`src/hdl/otsu_mul.sv`:
```
// Shift-add multiplier shared by every product of the threshold scan.
// One conditional add per cycle; stops as soon as the multiplier runs out of ones.
// No package dependencies.
module otsu_mul #(
   parameter int PW = 124,
   parameter int BW = 44
) (
   input  logic          clock,
   input  logic          reset,
   input  logic          start,
   input  logic [PW-1:0] mcand,
   input  logic [BW-1:0] mplier,
   output logic [PW-1:0] product,
   output logic          done
);

   logic          busy_ff, busy_in;
   logic          done_ff, done_in;
   logic [PW-1:0] acc_ff, acc_in;
   logic [PW-1:0] mcand_ff, mcand_in;
   logic [BW-1:0] mplier_ff, mplier_in;

   // load on start, then add and shift until the multiplier is empty
   always_comb begin
      busy_in   = busy_ff;
      done_in   = 1'b0;
      acc_in    = acc_ff;
      mcand_in  = mcand_ff;
      mplier_in = mplier_ff;
      if (start) begin
         busy_in   = 1'b1;
         acc_in    = '0;
         mcand_in  = mcand;
         mplier_in = mplier;
      end else if (busy_ff) begin
         if (mplier_ff == '0) begin
            busy_in = 1'b0;
            done_in = 1'b1;
         end else begin
            if (mplier_ff[0]) begin
               acc_in = acc_ff + mcand_ff;
            end
            mcand_in  = {mcand_ff[PW-2:0], 1'b0};
            mplier_in = {1'b0, mplier_ff[BW-1:1]};
         end
      end
   end

   // control flags
   always_ff @(posedge clock) begin
      if (reset) begin
         busy_ff <= 1'b0;
         done_ff <= 1'b0;
      end else begin
         busy_ff <= busy_in;
         done_ff <= done_in;
      end
   end

   // datapath
   always_ff @(posedge clock) begin
      acc_ff    <= acc_in;
      mcand_ff  <= mcand_in;
      mplier_ff <= mplier_in;
   end

   assign product = acc_ff;
   assign done    = done_ff;

endmodule

```
`config.mk`:
```
export PLATFORM = sky130hd
export DESIGN_NAME = otsu_mul
export DESIGN_NICKNAME = d
export VERILOG_FILES = /design/src/hdl/otsu_mul.sv
export SDC_FILE = /design/constraint.sdc
export NUM_CORES = 1
export LEC_CHECK = 0
export BUFFER_PORTS_ARGS = -buffer_cell sky130_fd_sc_hd__buf_2
export CAP_MARGIN = 20
export CELL_PAD_IN_SITES_DETAIL_PLACEMENT = 0
export CELL_PAD_IN_SITES_GLOBAL_PLACEMENT = 1
export CORE_UTILIZATION = 45
export CTS_BUF_LIST = sky130_fd_sc_hd__clkbuf_4
export CTS_CLUSTER_DIAMETER = 60
export DETAILED_ROUTE_END_ITERATION = 8
export MAX_ROUTING_LAYER = met4
export PLACE_DENSITY_LB_ADDON = 0.1
export SYNTH_ARGS = -nofsm -noshare
export SYNTH_HDL_FRONTEND = slang
export SYNTH_SLANG_ARGS = --single-unit
```
`constraint.sdc`:
```
create_clock -name clock -period 7.18 [get_ports clock]
set_clock_uncertainty 0.05 [all_clocks]
set_input_delay 1.436 -clock clock [delete_from_list [all_inputs] [get_ports clock]]
set_output_delay 1.436 -clock clock [all_outputs]
set_load 0.05 [all_outputs]
```
==> results of run 1 <==
[sequential cells by signal (all words and copies together), names as in the netlist]
name       flops
done           1
mcand_ff     124
product      124
mplier_ff     44
busy_ff        1
[worst max-delay path, stage by stage (launching register included)]
cell and delay [ns]:
edfxtp_1 0.40, ha_1 0.23, fa_1 0.41, a21oi_1 0.21, o21ai_1 0.12, a21oi_1 0.41
nor4b_2 0.17, o311ai_1 0.77, a311oi_2 0.25, a21oi_1 0.36, o21bai_2 0.13, a31oi_1 0.19
xor2_1 0.16, o21ai_1 0.07
[layout by cell type (no fill, tap or decap), types with 101 or more instances in the layout]
cell type / instances
buf_2: 294
nand2_1: 292
a21oi_1: 276
edfxtp_1: 168
mux2_2: 166
clkbuf_4: 128
dfxtp_1: 126
o21ai_0: 123
ha_1: 123
nor2_1: 101
[final cells by class]
| type | instances | area (sq um) |
|---|---|---|
| Multi-Input combinational cell | 1690 | 11360 |
| Antenna cell | 12 | 30.03 |
| Sequential cell | 294 | 7567 |
| Fill cell | 4154 | 20450 |
| Clock inverter | 26 | 136.4 |
| Inverter | 47 | 176.4 |
| Timing Repair Buffer | 303 | 1572 |
| Tap cell | 585 | 732.0 |
| Clock buffer | 128 | 960.9 |
[worst min path at each step]
stage                     cells past startpoint         start  slack (ns)           end
after detailed placement                      2   product[27]        0.41   product[27]
after CTS                                     2  product[121]        0.42  product[121]
after floorplan                               1       busy_ff        0.43          done
after global placement                        2  product[121]        0.40  product[121]
final                                         2   product[33]        0.42   product[33]
after global routing                          2   product[50]        0.44   product[50]
[Yosys cell counts, drive strengths merged, types with 11 or more instances]
library cell  count
nand2           297
a21oi           277
edfxtp          168
mux2            167
o21ai           139
dfxtp           126
ha              123
nor2            103
clkbuf          102
a21o             77
nand4            64
xnor2            62
inv              47
xor2             44
o21bai           38
nand3            34
nor3             29
a31oi            24
buf              24
nor4             22
o21a             14
a211oi           13
and3             11
nor2b            11
o31ai            11
or3              11
[power groups by stage]
stage	Combinational, mW	Sequential [mW]	Clock, mW
floorplan	1.00	2.29	0
global placement	1.60	2.12	0
detailed placement	1.60	2.13	0
CTS	1.61	2.10	1.68
global route	1.77	2.11	1.76
finish	1.62	2.09	1.62
[logic make-up (layout without fill, tap and decap cells)]
| logic type | Yosys count | in the layout |
|---|---|---|
| other cells | 0 | 12 |
| fa+ha+maj | 124 | 124 |
| flops | 294 | 294 |
| compound gates | 659 | 659 |
| mux | 168 | 168 |
| xor+xnor | 106 | 106 |
| simple gates | 633 | 633 |
| buf+inv | 173 | 504 |
[metrics by stage]
step / hold slack [ns] / instance area, sq um / cells / utilization (%)
detailed placement: 0.4150 / 21390 / 2918 / 49.76
finish: 0.4205 / 22540 / 3085 / 52.43
floorplan: 0.4312 / 19570 / 2157 / -
global placement: 0.4019 / 21390 / 2918 / 49.76
global route: 0.4372 / 22540 / 3085 / 52.43
CTS: 0.4239 / 22490 / 3072 / 52.31
[layer usage]
| layer | part of all wire (%) | GRT usage [%] | vias to the layer above |
|---|---|---|---|
| met3 | 6.0 | 6.257 | 126 |
| met4 | 3.0 | 9.820 | 0 |
| met5 | 0 | - | - |
| li1 | - | - | 8593 |
| met2 | 46 | 44.85 | 537 |
| met1 | 45 | 36.82 | 8310 |
==> metrics, run 1 <==
Die X 210.5 um; Critical Path Start Type flip-flop; DP Wirelength 47.09 mm; register share of total power 39.2%; synthesized flop and latch total 294; Clock Path Buffers 3; Area Growth Syn to Fin 15.15%; first-pass GRT wire length 96.93 mm; crit path capture type flip-flop; vias post-DR 17,566; Setup crit start mcand_ff[0]; Total Routing Usage GR 28.76%; YS warnings 0; leak pwr about 9.6 nW; initial antenna violation count 9; Hold Buf Count CTS 0; Worst-Margin Slew between 1 and 1.5 ns; vias per inst 5.694; Design Power ~5.3 mW; post-synthesis async set-or-reset flop share 0%; period utilisation layout 56.83%; final hold vios 0; fraction of layout cells with a size suffix above 1 about 25%; Compound-Gate Fraction of Synth Area 20.41%; status finished, final reports clean; Slew headroom 32.67%; R2R Path End product[100]; critical-path maximum fanout 4; Post-Synth Simple-Gate Area between 15 and 20%; total wire length 62.58 mm; Die Area around 0.044 sq mm; Reg clk slew, reported paths 0.07 ns; Post-Synth Adder-Cell Area 7.966%; number of global-route vias before repair 17,463; Hold Path Class flip-flop to flip-flop; CTS tree done; Worst-Skew Late Latency 0.85 ns; Peak supply drop 0.1557 mV; EDFF count, synth 168; First DRT Iteration DRCs 1,246; grt total ovfl 0; port bufs 295; NumNets Final 2,714; TritonCTS Buffers 83; I/O Pins 296; pin count of the biggest net entering global routing 98; Comb pwr share 30.4%; Int Power 3.384 mW; CP arrival 4.70 ns; post-CTS sizing 0; ANT nets after route 0; largest family of logic cells by synthesized area compound AO/OA/AOI/OAI gates; Reg2Reg Setup Slack 3.10 ns; Fin Setup TNS 0 ns; initial cell density of the core between 40% and 50%; post-synth net total around 2,500; Sw Share 36.59%; Final setup violation count 0; Reg2Reg Depth 13; Worst Setup EP product[100]; Max Slew Vio Count 0; pwr/cell area 236.8 mW/mm^2; H-tree Lvls 3; largest area contributor in the netlist edfxtp_1; Synth Cell Area 0.01957 sq mm; CP Class flip-flop to flip-flop; Core Area roughly 0.043 sq mm; CP required 7.80 ns; CTS Sinks 294; Netlist cell types 83; post-place setup slack 2.811 ns; Post-Syn Area per Cell about 9.1 sq um; top_reg_cell synth edfxtp_1; Clock power frac 30.3%; Synth Area in XOR/XNOR 4.744%; drt pass-1 iters 6; worst reg2reg path startpoint mcand_ff[0]; Die Span Y roughly 210 um; fin worst setup slack 3.099 ns; root buffer cell clkbuf_4; post-synthesis mux area share 9.660%; max cap viols 0; Synth top area share 25.78%; postcts setup bufs 0; Max Clk Rate 245.1 MHz; NetSw a little under 2 mW; FP Rows 76; Tmin final 4.081 ns; final RePlAce weighted congestion 0.9504; wire per inst 20.29 um; Cells after Synth approximately 2,200; RSZ-0062 raised after global routing false; Synth area leaders edfxtp_1 (26%), dfxtp_1 (13%), mux2_2 (9.6%); drc violations 0; register area share after synthesis 38.67%
(Power assumes the default switching activity.)
==> run 2: changes to the inputs <==
==> constraint.sdc (replaced) <==
create_clock -name clock -period 3.9 [get_ports clock]
set_clock_uncertainty 0.05 [all_clocks]
set_input_delay 0.78 -clock clock [delete_from_list [all_inputs] [get_ports clock]]
set_output_delay 0.78 -clock clock [all_outputs]
set_load 0.05 [all_outputs]
==> metrics, run 2 (same netlist as run 1, synthesis figures left out) <==
status finished, violations left (was finished, final reports clean); violations in the final reports DRC; Hold Path Class input port to flip-flop (was flip-flop to flip-flop); Core Area 0.04298 sq mm (unchanged); port bufs 295 (unchanged); CP required 4.59 ns (was 7.80 ns); max cap viols 0 (unchanged); NumNets Final 2,782 (was 2,714); Final setup violation count 0 (unchanged); CP Class flip-flop to flip-flop (unchanged); Layout Utilization 54.08% (was 52.43%); CTS tree done (unchanged); CP arrival 4.43 ns (was 4.70 ns); Design Power 10.12 mW (was 5.337 mW); Die X 210.5 um (unchanged); Total Routing Usage GR 29.21% (was 28.76%); cell mode on critical path nand2_1 (was a21oi_1); Worst-Skew Late Latency 0.85 ns (about the same); first-pass GRT wire length 98.44 mm (was 96.93 mm); number of global-route vias before repair 17,748 (was 17,463); Max Clk Rate 267.3 MHz (was 245.1 MHz); commonest non-fill, non-tap cell in the layout buf_2 (unchanged); post-place setup slack -0.1706 ns (was 2.811 ns); FP Rows 76 (unchanged); Peak supply drop 0.2990 mV (was 0.1557 mV); initial antenna violation count 1 (was 9); DP Wirelength 48.49 mm (was 47.09 mm); Setup crit start mcand_ff[8] (was mcand_ff[0]); Slew headroom 52.25% (was 32.67%); crit path capture type flip-flop (unchanged); grt total ovfl 0 (unchanged); TritonCTS Buffers 83 (unchanged); Hold Crit Start mplier[43] (was product[33]); worst reg2reg path startpoint mcand_ff[8] (was mcand_ff[0]); Die Area 0.04433 sq mm (unchanged); wire per inst 20.16 um (was 20.29 um); vias per inst 5.710 (was 5.694); H-tree Lvls 3 (unchanged); vias post-DR 17,945 (was 17,566); Slowest-stage cell, CP o211ai_1 (was o311ai_1); fin worst setup slack 0.1589 ns (was 3.099 ns); leak pwr 9.983 nW (was 9.561 nW); drc violations 1 (was 0); Clock Path Buffers 3 (unchanged); final RePlAce weighted congestion 0.9694 (was 0.9504); Area Growth Syn to Fin 18.78% (was 15.15%); Cell Chain, Critical Path ha_1 > nand2_1 > o21ai_0 > a21boi_0 > o211ai_1 > o311ai_4 > a311oi_2 > a21oi_1 > buf_4 > o21bai_2 > nand2_1 > or4_1 > nand3_1 (was ha_1 > fa_1 > a21oi_1 > o21ai_1 > a21oi_1 > nor4b_2 > o311ai_1 > a311oi_2 > a21oi_1 > o21bai_2 > a31oi_1 > xor2_1 > o21ai_1); total wire length 63.37 mm (was 62.58 mm); I/O Pins 296 (unchanged); ANT nets after route 0 (unchanged); Reg clk slew, reported paths 0.07 ns (about the same); drt pass-1 iters 8 (was 6); Tmin final 3.741 ns (was 4.081 ns); root buffer cell clkbuf_4 (unchanged); Fin Setup TNS 0 ns (unchanged); First DRT Iteration DRCs 1,220 (was 1,246); Die Span Y 210.5 um (unchanged); critical-path maximum fanout 5 (was 4); RSZ-0062 raised after global routing true (was false); fraction of layout cells with a size suffix above 1 28.00% (was 25.24%); pin count of the biggest net entering global routing 85 (was 98); # fillers 4,172 (was 4,154); Worst-Margin Slew 0.7097 ns (was 1.006 ns); pwr/cell area 435.5 mW/mm^2 (was 236.8 mW/mm^2); CTS Sinks 294 (unchanged); Max Slew Vio Count 0 (unchanged); initial cell density of the core 45.53% (unchanged); most frequent cells in the layout buf_2 (294), nand2_1 (293), a21oi_1 (276) (was buf_2 (294), nand2_1 (292), a21oi_1 (276)); Critical Path Start Type flip-flop (unchanged); CP max stage delay 0.47 ns (was 0.77 ns); hold_ws 0.1603 ns (was 0.4205 ns); final hold vios 0 (unchanged); period utilisation layout 95.93% (was 56.83%)
-- run 2: stage by stage --
| step | cell area, sq um | std cells |
|---|---|---|
| 2_1_floorplan | 19580 | 2157 |
| 3_3_place_gp | 21950 | 2985 |
| 3_5_place_dp | 21950 | 2985 |
| 4_1_cts | 23140 | 3141 |
| 5_1_grt | 23250 | 3143 |
| 6_report | 23250 | 3143 |
-- run 2: path summary, 6_finish.rpt --
path | end | slack (ns) | cells after the start
max reg2reg | product[92] | 0.16 | 13
min | mplier_ff[43] | 0.16 | 2
max | product[92] | 0.16 | 13
min reg2reg | product[121] | 0.42 | 2
-- run 2: timing repair --
action,4_1_cts,5_1_grt
endpoints found under the setup margin,4,13
setup buffers,0,1
gates resized for setup,3,15
pin swaps,0,5
hold endpoints to repair,2,0
hold buffers,1,0
-- run 2: worst max-delay path, delay by kind of cell, from the launching register on --
kind | cells | cell delay [ns]
AOI/OAI and AO/OA | 7 | 1.89
DFF | 1 | 0.41
buffers and inverters | 1 | 0.16
adders and majority gates | 1 | 0.43
and+or+nand+nor | 4 | 0.72
-- run 2: final cells by class --
| cell class | instances | area (sq um) | share of cell area (%) |
|---|---|---|---|
| Clock inverter | 16 | 126.4 | 0.5436 |
| Timing Repair Buffer | 371 | 2122 | 9.129 |
| Sequential cell | 294 | 7567 | 32.55 |
| Clock buffer | 139 | 1044 | 4.489 |
| Antenna cell | 1 | 2.502 | 0.01076 |
| Tap cell | 585 | 732.0 | 3.149 |
| Multi-Input combinational cell | 1690 | 11480 | 49.37 |
| Inverter | 47 | 176.4 | 0.7589 |
-- run 2: layer usage --
| metal | wire (um) | vias up | track usage, % |
|---|---|---|---|
| met2 | 29350 | 527 | 46.18 |
| li1 | - | 8720 | - |
| met5 | 0 | - | - |
| met4 | 1576 | 0 | 8.471 |
| met3 | 3521 | 90 | 5.527 |
| met1 | 28930 | 8608 | 37.98 |
-- run 2: power by group --
group | total (mW) | internal, mW | leakage, nW | switching, mW
registers | 3.86 | 3.64 | 2.72 | 0.219
clock network | 3.15 | 1.74 | 0.694 | 1.41
logic | 3.12 | 1.12 | 6.57 | 2.00
